===== src/rtl/assert_macros.svh =====
// assertion helpers for the lcd write sequencer
`ifndef ASSERT_MACROS_SVH
`define ASSERT_MACROS_SVH

// same-cycle implication, checked outside reset
`define ASSERT_SAME(label, clk, rst_n, ante, cons, msg) \
	label: assert property (@(posedge clk) disable iff (!rst_n) (ante) |-> (cons)) \
		else $error(msg);

// next-cycle implication, checked outside reset
`define ASSERT_NEXT(label, clk, rst_n, ante, cons, msg) \
	label: assert property (@(posedge clk) disable iff (!rst_n) (ante) |=> (cons)) \
		else $error(msg);

`endif


===== src/rtl/lcd4_pkg.sv =====
`timescale 1ns / 1ps
// ----------------------------------------------------------------------------
// lcd4_pkg
// shared types and constants of the four-bit lcd write sequencer
// ----------------------------------------------------------------------------
package lcd4_pkg;

	typedef enum logic [1:0] {
		CMD_TICK  = 2'd0,
		CMD_INSTR = 2'd1,
		CMD_DATA  = 2'd2,
		CMD_RSVD  = 2'd3
	} cmd_t;

	localparam logic [7:0] POWER_UP_TICKS_RST = 8'd50;
	localparam logic [7:0] PHASE_TICKS_RST    = 8'd1;

	localparam logic [2:0] INIT_STEP_CLEAR = 3'd3;
	localparam logic [2:0] INIT_STEP_ENTRY = 3'd4;
	localparam logic [2:0] INIT_STEP_DONE  = 3'd5;

	// register map, word index
	localparam logic REG_POWER_UP_TICKS = 1'b0;
	localparam logic REG_PHASE_TICKS    = 1'b1;

	// init instruction for each step
	function automatic logic [7:0] init_byte(input logic [2:0] step);
		logic [7:0] b;
		case (step)
			3'd0:    b = 8'h02;
			3'd1:    b = 8'h28;
			3'd2:    b = 8'h0C;
			3'd3:    b = 8'h01;
			default: b = 8'h06;
		endcase
		return b;
	endfunction

endpackage


===== src/rtl/lcd4_req_if.sv =====
`timescale 1ns / 1ps
// ----------------------------------------------------------------------------
// lcd4_req_if / lcd4_res_if
// request and result channels of the lcd write sequencer
// ----------------------------------------------------------------------------
interface lcd4_req_if import lcd4_pkg::*; ();
	logic       valid;
	logic       ready;
	cmd_t       command;
	logic [7:0] byte_value;

	modport source (output valid, output command, output byte_value, input ready);
	modport sink   (input valid, input command, input byte_value, output ready);
endinterface

interface lcd4_res_if import lcd4_pkg::*; ();
	logic       valid;
	logic       ready;
	logic       rs_pin;
	logic       enable_pin;
	logic [3:0] data_nibble;
	logic       busy_res;
	logic       init_done;
	logic       rejected;

	modport source (output valid, output rs_pin, output enable_pin, output data_nibble,
		output busy_res, output init_done, output rejected, input ready);
	modport sink   (input valid, input rs_pin, input enable_pin, input data_nibble,
		input busy_res, input init_done, input rejected, output ready);
endinterface


===== src/rtl/lcd_four_bit_write_sequencer.sv =====
`timescale 1ns / 1ps
// ----------------------------------------------------------------------------
// lcd_four_bit_write_sequencer
// hd44780-style four-bit character lcd write sequencer
// ----------------------------------------------------------------------------
// Drives a character lcd over a four-bit bus. Time advances only through tick
// requests (command 0); each tick is one time unit of the lcd timing. After
// reset the block waits power_up_ticks ticks, then sends the init instructions
// 0x02, 0x28, 0x0C, 0x01, waits one extra phase after the clear and sends
// 0x06, after which init_done rises. Every byte goes out in four phases of
// phase_ticks ticks: high nibble with enable high, enable low, low nibble with
// enable high, enable low; rs is held for the whole byte. Write requests
// (command 1 instruction, command 2 data) start at once when the block is idle
// and initialised; otherwise they are dropped and the result flags rejected.
// Command 3 is ignored. Every request yields exactly one result, showing the
// pin levels and status after that request. Throughput is one request per
// clock while the result channel takes results: a request is captured in an
// input register, then one pass of logic updates the sequencer state, whose
// registers are the result. Registers are written over the apb port (0x0
// power_up_ticks, 0x4 phase_ticks) only while no request is pending; the user
// must keep to it, the block does not enforce it. A phase_ticks of 0 acts as 1.
// ----------------------------------------------------------------------------
`include "assert_macros.svh"

module lcd_four_bit_write_sequencer import lcd4_pkg::*; (
	input  logic        clk,
	input  logic        arst_n,
	// configuration port
	input  logic        psel,
	input  logic        penable,
	input  logic        pwrite,
	input  logic [2:0]  paddr,
	input  logic [31:0] pwdata,
	output logic [31:0] prdata,
	output logic        pready,
	// channels
	lcd4_req_if.sink    req,
	lcd4_res_if.source  res
);

	// one-hot sequencer phases
	typedef enum logic [6:0] {
		PH_POWER   = 7'b0000001,
		PH_IDLE    = 7'b0000010,
		PH_HI_EN   = 7'b0000100,
		PH_HI_OFF  = 7'b0001000,
		PH_LO_EN   = 7'b0010000,
		PH_LO_OFF  = 7'b0100000,
		PH_CLR_GAP = 7'b1000000
	} phase_t;

	// configuration registers
	logic [7:0] power_up_ticks_q;
	logic [7:0] phase_ticks_q;

	// input register
	logic       req_valid_s1;
	cmd_t       req_cmd_s1;
	logic [7:0] req_byte_s1;

	// sequencer state, doubles as the result register
	phase_t     phase_q,       phase_n;
	logic [7:0] hold_count_q,  hold_count_n;
	logic [7:0] held_byte_q,   held_byte_n;
	logic       held_select_q, held_select_n;
	logic [2:0] init_step_q,   init_step_n;
	logic       init_fin_q,    init_fin_n;
	logic       pin_rs_q,      pin_rs_n;
	logic       pin_en_q,      pin_en_n;
	logic [3:0] pin_nib_q,     pin_nib_n;
	logic       res_valid_s2;
	logic       rejected_s2,   rejected_n;

	// helpers of the update logic
	logic       advance;
	logic       cfg_write;
	logic [7:0] limit;
	logic [7:0] hold_inc;
	logic       phase_end;
	logic       start_byte;
	logic [7:0] start_val;
	logic       start_sel;

	// ------------------------------------------------------------------------
	// apb configuration port, zero wait states
	// ------------------------------------------------------------------------
	assign pready    = 1'b1;
	assign cfg_write = psel && penable && pwrite && pready;

	always_ff @(posedge clk or negedge arst_n) begin
		if (!arst_n) begin
			power_up_ticks_q <= POWER_UP_TICKS_RST;
			phase_ticks_q    <= PHASE_TICKS_RST;
		end else if (cfg_write) begin
			if (paddr[2] == REG_PHASE_TICKS) begin
				phase_ticks_q <= pwdata[7:0];
			end else begin
				power_up_ticks_q <= pwdata[7:0];
			end
		end
	end

	always_comb begin
		unique case (paddr[2])
			REG_POWER_UP_TICKS: prdata = {24'd0, power_up_ticks_q};
			REG_PHASE_TICKS:    prdata = {24'd0, phase_ticks_q};
			default:            prdata = 32'd0;
		endcase
	end

	// ------------------------------------------------------------------------
	// flow control: the held request moves on once the result slot is free
	// ------------------------------------------------------------------------
	assign advance   = req_valid_s1 && (!res_valid_s2 || res.ready);
	assign req.ready = !req_valid_s1 || advance;

	always_ff @(posedge clk or negedge arst_n) begin
		if (!arst_n) begin
			req_valid_s1 <= 1'b0;
		end else if (req.ready) begin
			req_valid_s1 <= req.valid;
		end
	end

	// payload needs no reset
	always_ff @(posedge clk) begin
		if (req.ready && req.valid) begin
			req_cmd_s1  <= req.command;
			req_byte_s1 <= req.byte_value;
		end
	end

	// ------------------------------------------------------------------------
	// sequencer update for one request
	// ------------------------------------------------------------------------
	assign limit     = (phase_ticks_q == 8'd0) ? 8'd1 : phase_ticks_q;
	assign hold_inc  = hold_count_q + 8'd1;
	// hold_count stays below limit inside a phase, so the increment never wraps
	assign phase_end = (hold_inc >= limit);

	always_comb begin
		phase_n       = phase_q;
		hold_count_n  = hold_count_q;
		held_byte_n   = held_byte_q;
		held_select_n = held_select_q;
		init_step_n   = init_step_q;
		init_fin_n    = init_fin_q;
		pin_rs_n      = pin_rs_q;
		pin_en_n      = pin_en_q;
		pin_nib_n     = pin_nib_q;
		rejected_n    = 1'b0;
		start_byte    = 1'b0;
		start_val     = 8'd0;
		start_sel     = 1'b0;

		case (req_cmd_s1) inside
			CMD_TICK: begin
				unique case (phase_q)
					PH_POWER: begin
						// count out the power-up delay, then send the first instruction
						if (hold_count_q >= power_up_ticks_q) begin
							init_step_n = 3'd0;
							start_byte  = 1'b1;
							start_val   = init_byte(3'd0);
						end else begin
							hold_count_n = hold_inc;
						end
					end
					PH_IDLE: begin
					end
					PH_HI_EN: begin
						hold_count_n = phase_end ? 8'd0 : hold_inc;
						if (phase_end) begin
							pin_en_n = 1'b0;
							phase_n  = PH_HI_OFF;
						end
					end
					PH_HI_OFF: begin
						hold_count_n = phase_end ? 8'd0 : hold_inc;
						if (phase_end) begin
							pin_nib_n = held_byte_q[3:0];
							pin_en_n  = 1'b1;
							phase_n   = PH_LO_EN;
						end
					end
					PH_LO_EN: begin
						hold_count_n = phase_end ? 8'd0 : hold_inc;
						if (phase_end) begin
							pin_en_n = 1'b0;
							phase_n  = PH_LO_OFF;
						end
					end
					PH_LO_OFF: begin
						hold_count_n = phase_end ? 8'd0 : hold_inc;
						if (phase_end) begin
							// byte done: go idle or step through the init list
							if (init_fin_q) begin
								phase_n = PH_IDLE;
							end else if (init_step_q == INIT_STEP_CLEAR) begin
								// the clear instruction gets an extra gap phase
								init_step_n = INIT_STEP_ENTRY;
								phase_n     = PH_CLR_GAP;
							end else if (init_step_q >= INIT_STEP_ENTRY) begin
								init_step_n = INIT_STEP_DONE;
								init_fin_n  = 1'b1;
								phase_n     = PH_IDLE;
							end else begin
								init_step_n = init_step_q + 3'd1;
								start_byte  = 1'b1;
								start_val   = init_byte(init_step_q + 3'd1);
							end
						end
					end
					PH_CLR_GAP: begin
						hold_count_n = phase_end ? 8'd0 : hold_inc;
						if (phase_end) begin
							start_byte = 1'b1;
							start_val  = init_byte(INIT_STEP_ENTRY);
						end
					end
					default: begin
						phase_n = PH_IDLE;
					end
				endcase
			end
			CMD_INSTR, CMD_DATA: begin
				if (phase_q != PH_IDLE) begin
					rejected_n = 1'b1;
				end else begin
					start_byte = 1'b1;
					start_val  = req_byte_s1;
					start_sel  = (req_cmd_s1 == CMD_DATA);
				end
			end
			default: begin
				// reserved command: no effect
			end
		endcase

		// first phase of a new byte: high nibble with enable high
		if (start_byte) begin
			held_byte_n   = start_val;
			held_select_n = start_sel;
			phase_n       = PH_HI_EN;
			hold_count_n  = 8'd0;
			pin_rs_n      = start_sel;
			pin_nib_n     = start_val[7:4];
			pin_en_n      = 1'b1;
		end
	end

	always_ff @(posedge clk or negedge arst_n) begin
		if (!arst_n) begin
			phase_q       <= PH_POWER;
			hold_count_q  <= 8'd0;
			held_byte_q   <= 8'd0;
			held_select_q <= 1'b0;
			init_step_q   <= 3'd0;
			init_fin_q    <= 1'b0;
			pin_rs_q      <= 1'b0;
			pin_en_q      <= 1'b0;
			pin_nib_q     <= 4'd0;
			rejected_s2   <= 1'b0;
			res_valid_s2  <= 1'b0;
		end else begin
			if (advance) begin
				phase_q       <= phase_n;
				hold_count_q  <= hold_count_n;
				held_byte_q   <= held_byte_n;
				held_select_q <= held_select_n;
				init_step_q   <= init_step_n;
				init_fin_q    <= init_fin_n;
				pin_rs_q      <= pin_rs_n;
				pin_en_q      <= pin_en_n;
				pin_nib_q     <= pin_nib_n;
				rejected_s2   <= rejected_n;
				res_valid_s2  <= 1'b1;
			end else if (res.ready) begin
				res_valid_s2 <= 1'b0;
			end
		end
	end

	// ------------------------------------------------------------------------
	// result channel: the state registers are the result
	// ------------------------------------------------------------------------
	assign res.valid       = res_valid_s2;
	assign res.rs_pin      = pin_rs_q;
	assign res.enable_pin  = pin_en_q;
	assign res.data_nibble = pin_nib_q;
	assign res.busy_res    = (phase_q != PH_IDLE);
	assign res.init_done   = init_fin_q;
	assign res.rejected    = rejected_s2;

	// ------------------------------------------------------------------------
	// assertions
	// ------------------------------------------------------------------------
	`ASSERT_SAME(a_rej_busy, clk, arst_n, res.valid && res.rejected, res.busy_res,
		"rejected request while sequencer idle")
	`ASSERT_NEXT(a_init_sticky, clk, arst_n, init_fin_q, init_fin_q,
		"init_done fell")
	`ASSERT_SAME(a_en_phase, clk, arst_n, 1'b1,
		pin_en_q == ((phase_q == PH_HI_EN) || (phase_q == PH_LO_EN)),
		"enable level does not match phase")
	`ASSERT_SAME(a_stall_cause, clk, arst_n, !req.ready, res.valid && !res.ready,
		"request stalled without a stalled result")

endmodule

===== src/flat_wrapper.sv =====
// flat-port wrapper written by rule: the top's interface ports become plain ports
module lcd_four_bit_write_sequencer_flat import lcd4_pkg::*;
  (clk, arst_n, psel, penable, pwrite, paddr, pwdata, prdata, pready, req_valid, req_command, req_byte_value, req_ready, res_valid, res_rs_pin, res_enable_pin, res_data_nibble, res_busy_res, res_init_done, res_rejected, res_ready);
  lcd4_req_if req_i ();
  lcd4_res_if res_i ();
  input  logic clk;
  input  logic arst_n;
  input  logic psel;
  input  logic penable;
  input  logic pwrite;
  input  logic [2:0] paddr;
  input  logic [31:0] pwdata;
  output logic [31:0] prdata;
  output logic pready;
  input wire logic [$bits(req_i.valid)-1:0] req_valid;
  input wire logic [$bits(req_i.command)-1:0] req_command;
  input wire logic [$bits(req_i.byte_value)-1:0] req_byte_value;
  output wire logic [$bits(req_i.ready)-1:0] req_ready;
  output wire logic [$bits(res_i.valid)-1:0] res_valid;
  output wire logic [$bits(res_i.rs_pin)-1:0] res_rs_pin;
  output wire logic [$bits(res_i.enable_pin)-1:0] res_enable_pin;
  output wire logic [$bits(res_i.data_nibble)-1:0] res_data_nibble;
  output wire logic [$bits(res_i.busy_res)-1:0] res_busy_res;
  output wire logic [$bits(res_i.init_done)-1:0] res_init_done;
  output wire logic [$bits(res_i.rejected)-1:0] res_rejected;
  input wire logic [$bits(res_i.ready)-1:0] res_ready;
  assign req_i.valid = req_valid;
  assign req_i.command = req_command;
  assign req_i.byte_value = req_byte_value;
  assign req_ready = req_i.ready;
  assign res_valid = res_i.valid;
  assign res_rs_pin = res_i.rs_pin;
  assign res_enable_pin = res_i.enable_pin;
  assign res_data_nibble = res_i.data_nibble;
  assign res_busy_res = res_i.busy_res;
  assign res_init_done = res_i.init_done;
  assign res_rejected = res_i.rejected;
  assign res_i.ready = res_ready;
  lcd_four_bit_write_sequencer u_core (.clk(clk), .arst_n(arst_n), .psel(psel), .penable(penable), .pwrite(pwrite), .paddr(paddr), .pwdata(pwdata), .prdata(prdata), .pready(pready), .req(req_i), .res(res_i));
endmodule

===== config.mk =====
export PLATFORM = sky130hd
export DESIGN_NAME = lcd_four_bit_write_sequencer_flat
export DESIGN_NICKNAME = d
export VERILOG_FILES = /design/src/rtl/lcd4_pkg.sv /design/src/rtl/lcd4_req_if.sv /design/src/rtl/lcd_four_bit_write_sequencer.sv /design/src/flat_wrapper.sv
export VERILOG_INCLUDE_DIRS = /design/src /design/src/rtl
export SDC_FILE = /design/constraint.sdc
export NUM_CORES = 1
export LEC_CHECK = 0
export BUFFER_PORTS_ARGS = -buffer_cell sky130_fd_sc_hd__buf_2
export CAP_MARGIN = 20
export CORE_ASPECT_RATIO = 1.25
export CORE_UTILIZATION = 40
export DETAILED_ROUTE_END_ITERATION = 6
export PLACE_DENSITY = 0.68
export RECOVER_POWER = 100
export SLEW_MARGIN = 20
export SYNTH_ARGS = -nofsm -noshare
export SYNTH_HDL_FRONTEND = slang
export SYNTH_SLANG_ARGS = --single-unit

===== constraint.sdc =====
create_clock -name clk -period 3.9 [get_ports clk]
set_input_delay 0.195 -clock clk [delete_from_list [all_inputs] [get_ports clk]]
set_output_delay 0.195 -clock clk [all_outputs]
set_load 0.03 [all_outputs]

======== Yosys cells after proc, flatten, opt, wreduce, memory -nomap -nowiden ========
Cells that the tools add are included.
storage, ports and cells
  register bits after elaboration ......... 58
  input bits .............................. 52
  output and inout port bits .............. 44
  logic and storage cells ................. 141
operators by class
  add/subtract/negate cells ............... 2
  magnitude comparators ................... 3
  equal/unequal tests ..................... 25
  muxes and demuxes ....................... 64
  bitwise logic cells ..................... 1
  reduce and logical (&&, ||, !) cells .... 31
operators with widths
  kind                 count
  $mux 8               12
  $pmux 32 s2          1
  $mux 7               9
  $pmux 7 s5           1
  $mux 1               24
  $pmux 6 s4           1
  $pmux 8 s3           1
  $mux 3               6
  $ge 8x8->1           2
  $mux 4               4
  $pmux 8 s2           1
  $ne 3x1->1 const B   5
  $reduce_and 4->1     3
  $reduce_bool 2->1    5
  $eq 3x2->1 const B   3
  $add 8x1->8 const B  1
  $logic_not 8->1      1
  $reduce_and 8->1     1
  $eq 7x1->1 const B   1
  $eq 7x2->1 const B   1
  $eq 7x3->1 const B   1
  $eq 7x4->1 const B   1
  $eq 7x5->1 const B   1
  $eq 7x6->1 const B   1
  other kinds (28)     39

======== Depth between registers and ports, before layout ========
  depth in word-level cells ............... 10
  mapped depth ............................ 13
  depth with buffers taken out ............ 12

======== Least setup slack after synthesis ========
OpenSTA, ideal clock, no wires.
  kind .................................... register to register
  start ................................... reg u_core.hold_count_q[0]
  end ..................................... reg u_core.held_byte_q[3]
  library setup time ...................... 0.125 ns
  arrival time ............................ 2.762 ns
  required time ........................... 3.775 ns
  setup slack ............................. 1.013 ns
  cell stages (with the launch flop) ...... 14
  path buffers ............................ 1
  period minus slack after synthesis ...... 2.887 ns
  cell sequence ........................... dfrtp_1 -> ha_1 -> nand3_1 -> nor2_1 -> xor2_1 -> ha_1 -> a21o_1 -> a21oi_1 -> o31ai_2 -> o2bb2ai_1 -> a21oi_2 -> nand2b_4 -> buf_6 -> mux2_4
between the ends
  cells in the longest elaborated chain, start to end .. 6
  elaborated cells on any way between the ends .. 12
  those cells by class .................... 1 x add/sub; 2 x order compare; 8 x mux; 1 x reduce/logical
ends and longest elaborated chain
  item                              RTL line                                                                  source
  start, declared                   lcd_four_bit_write_sequencer.sv:63                                        logic [7:0] hold_count_q, hold_count_n;
  start signal, assigned            lcd_four_bit_write_sequencer.sv:268                                       hold_count_q <= hold_count_n;
  $add 8x1->8                       lcd_four_bit_write_sequencer.sv:137                                       assign hold_inc = hold_count_q + 8'd1;
  $ge 8x8->1                        lcd_four_bit_write_sequencer.sv:139                                       assign phase_end = (hold_inc >= limit);
  $mux 1, on equally long branches  lcd_four_bit_write_sequencer.sv:216, lcd_four_bit_write_sequencer.sv:195
  $pmux 1 s3                        lcd_four_bit_write_sequencer.sv:158                                       unique case (phase_q)
  $mux 1                            lcd_four_bit_write_sequencer.sv:156                                       case (req_cmd_s1) inside
  $reduce_and 2->1 (no line)        -
  end signal, assigned              lcd_four_bit_write_sequencer.sv:269                                       held_byte_q <= held_byte_n;
  end, declared                     lcd_four_bit_write_sequencer.sv:64                                        logic [7:0] held_byte_q, held_byte_n;
Several ways; a longest one is shown, not always the timed one.
A chain may end at the register's enable or synchronous reset.

======== Worst setup path after layout ========
Ends and elaborated chain as after synthesis.

==> results by group <==
Detailed routing
  • DRT iter0 DRCs: 78
  • Vias per inst: 5.24
  • WL per Instance: 14.5 µm
  • DRC violations left: 0
  • Max layer used: met4
  • M1 WL: 3.31 mm
  • Final WL: 7.97 mm
  • Antenna Nets Post-Route: 0
  • Vias post-DR: 2879
  • TritonRoute pass-1 iters: 4
  • Met3 wire len: 300 µm
  • Met2 routed WL: 4.18 mm

Clocking
  • Clock root cell: clkbuf_16
  • Clock Sink Count: 58
  • Post-CTS Resized: 0
  • Skew-Pair Late Insertion Delay: 330 ps
  • H-Tree Depth: 3
  • Clock transition time at the flip-flop clock pins of the worst setup and hold paths: 50 ps
  • CTS Buffer Depth: 2
  • CTS buffer count: 9
  • CTS tree: yes

Pwr
  • Total power: 2.60 mW
  • Maximum vdd ir drop: 0.000363 V
  • Pwr/cell area: 613 nW/µm²
  • Leak: 1.98 nW

Global route
  • Largest net degree at the start of global routing: 49
  • GRT Overall Usage: 0.178
  • Vias in the first global route: 2929
  • GR Overflow Total: 0
  • Initial antenna violation count: 0
  • First-pass GRT wire length: 13.5 mm

Floorplanning
  • Die area: 9910 µm²
  • IO Count: 96
  • Core box area: 9170 µm²
  • Rows: 39
  • Initial Util: 0.415
  • Die Ht: 111 µm
  • Die X: 89.2 µm

Worst setup path
  • CP Max Fanout: 9
  • CP required: 4110 ps
  • Setup Crit Path Kind: register to register
  • Crit path arrival time: 3670 ps
  • Startpoint Class: register
  • Critical Path End Type: register

Finish
  • # diodes: 0
  • Area Overhead vs Synth: 11.6%
  • Share of layout cells above drive strength 1: 0.197
  • Final Non-Filler Cells: 549
  • Finished Cell Area: 4250 µm²
  • Final #Nets: 498

Yosys
  • Post-synth top area cell: dfrtp_1
  • Synth cell types: 75
  • Cells after synthesis: 377
  • Share of flip-flops with an asynchronous set or reset: 0.828
  • Synth cell count leaders: dfrtp_1, nand2_1, buf_4, ha_1
  • Synthesized cell area: 3800 µm²
  • Register area share after synthesis: 0.396
  • Count leader, synth: dfrtp_1
  • Syn. warnings: 0
  • Avg Inst Size Synth: 10.1 µm²
  • Ranking of synthesized cells by area: dfrtp_1, ha_1, edfxtp_1
  • Ys flop type: dfrtp_1
  • Yosys reg bits: 58
  • Top-area cell type share of the netlist area: 0.283
  • Post-synth EDFFs: 10

Flow run
  • Max cap viols: 1

Status
  • Violations in the final reports: max-capacitance violations, max-slew violations
  • Status: finished with violations

STA
  • Final min period: 3460 ps
  • Worst-Margin Slew: 2640 ps
  • Max-slew headroom: -0.759
  • Setup_tns: 0 ps
  • Clk_skew: 6.29 ps
  • Final Setup Violations: 0
  • Tcrit/Tclk final: 0.887
  • Final number of max-transition violations: 49
  • FMAX: 289 MHz
  • Final hold violation count: 0
  • Minimum hold slack: 43.3 ps
  • RSZ-0062 raised after global routing: false

Place
  • Placement Cell Area: 4010 µm²
  • Global placer's final weighted congestion: 0.892
  • DP HPWL: 6.00 mm
  • Placed cell count: 532
  • Port bufs: 44

Worst hold path
  • Hold Path Class: primary input to register
## critical path, cell delays in order, from the launching register on
cell       delay, ps
dfrtp_1          450
ha_1             260
nand3_1          130
nor2_1           180
xor2_1           250
ha_1             290
a21o_1           190
a21oi_1          160
o31ai_2          180
o2bb2ai_1        200
a21oi_2          310
nand2b_1         380
mux2_1           360
## cell usage in the layout (no fill, tap or decap), drive strengths merged, types with 10 or more instances in the layout
cell type and n:
nor2 21, nand2 32, ha 25, inv 25, a21oi 10, o21ai 25
dfrtp 43, conb 25, clkbuf 32, buf 24, nand3 12, mux2 22
edfxtp 10
## repair_timing
item,4_1_cts,5_1_grt
hold buffers,0,1
endpoints found under the hold margin,0,43
setup buffers,0,0
setup endpoints to repair,0,0
## flip-flops by register name, indices dropped and copies added, names as in the netlist, 2 cells and up
register	flops
u_core.phase_q	7
u_core.phase_ticks_q	8
u_core.res.data_nibble	4
u_core.req_cmd_s1	2
u_core.power_up_ticks_q	8
u_core.hold_count_q	8
u_core.init_step_q	3
u_core.held_byte_q	4
u_core.req_byte_s1	8
## through the flow
stage | util | setup slack [ps]
3_3_place_gp | 0.438 | 573
3_5_place_dp | 0.438 | 515
2_1_floorplan | - | 1010
6_report | 0.463 | 441
5_1_grt | 0.463 | 158
4_1_cts | 0.471 | 518
## cells by family (layout without fill, tap and decap cells)
group,count (synthesis),in the layout,synth area share
AND/OR/NAND/NOR,117,117,0.178
AO/OA/AOI/OAI,84,84,0.163
buffers and inverters,61,87,0.0927
flip-flops,58,58,0.396
adder cells (fa/ha/maj),25,25,0.0822
multiplexers,22,22,0.0671
XOR/XNOR,8,8,0.0184
other,2,25,0.00197
## path summary, 6_finish.rpt
kind                                        startpoint                    endpoint  slack, ps  cells past startpoint
max in group asynchronous                       arst_n   u_core.res.data_nibble[1]       1160                      2
worst max register to register  u_core.hold_count_q[0]       u_core.held_byte_q[3]        440                     12
min in group asynchronous                       arst_n  u_core.power_up_ticks_q[0]       1250                      2
worst min-delay path                 req_byte_value[0]       u_core.req_byte_s1[0]         40                      1
worst max-delay path            u_core.hold_count_q[0]       u_core.held_byte_q[3]        440                     12
worst min register to register   u_core.held_byte_q[3]       u_core.held_byte_q[3]        490                      1
## where the power goes
| group | internal, mW | total, mW | switching, mW |
|---|---|---|---|
| Clock | 0.529 | 0.800 | 0.271 |
| Combinational | 0.349 | 0.925 | 0.576 |
| Sequential | 0.744 | 0.878 | 0.134 |
| Total | 1.62 | 2.60 | 0.981 |
## routing by layer
layer	vias up	global-route usage
li1	1398	-
met1	1395	0.201
met3	15	0.0469
met2	71	0.309
met5	-	0
met4	0	0.0741
## area by class of cell
class | count | area [µm²]
Clock buffer | 11 | 254
Clock inverter | 5 | 52.6
Fill cell | 890 | 4930
Inverter | 25 | 93.8
Multi-Input combinational cell | 281 | 1970
Sequential cell | 58 | 1510
Tap cell | 123 | 154
Timing Repair Buffer | 46 | 211
(Power assumes the default switching activity.)
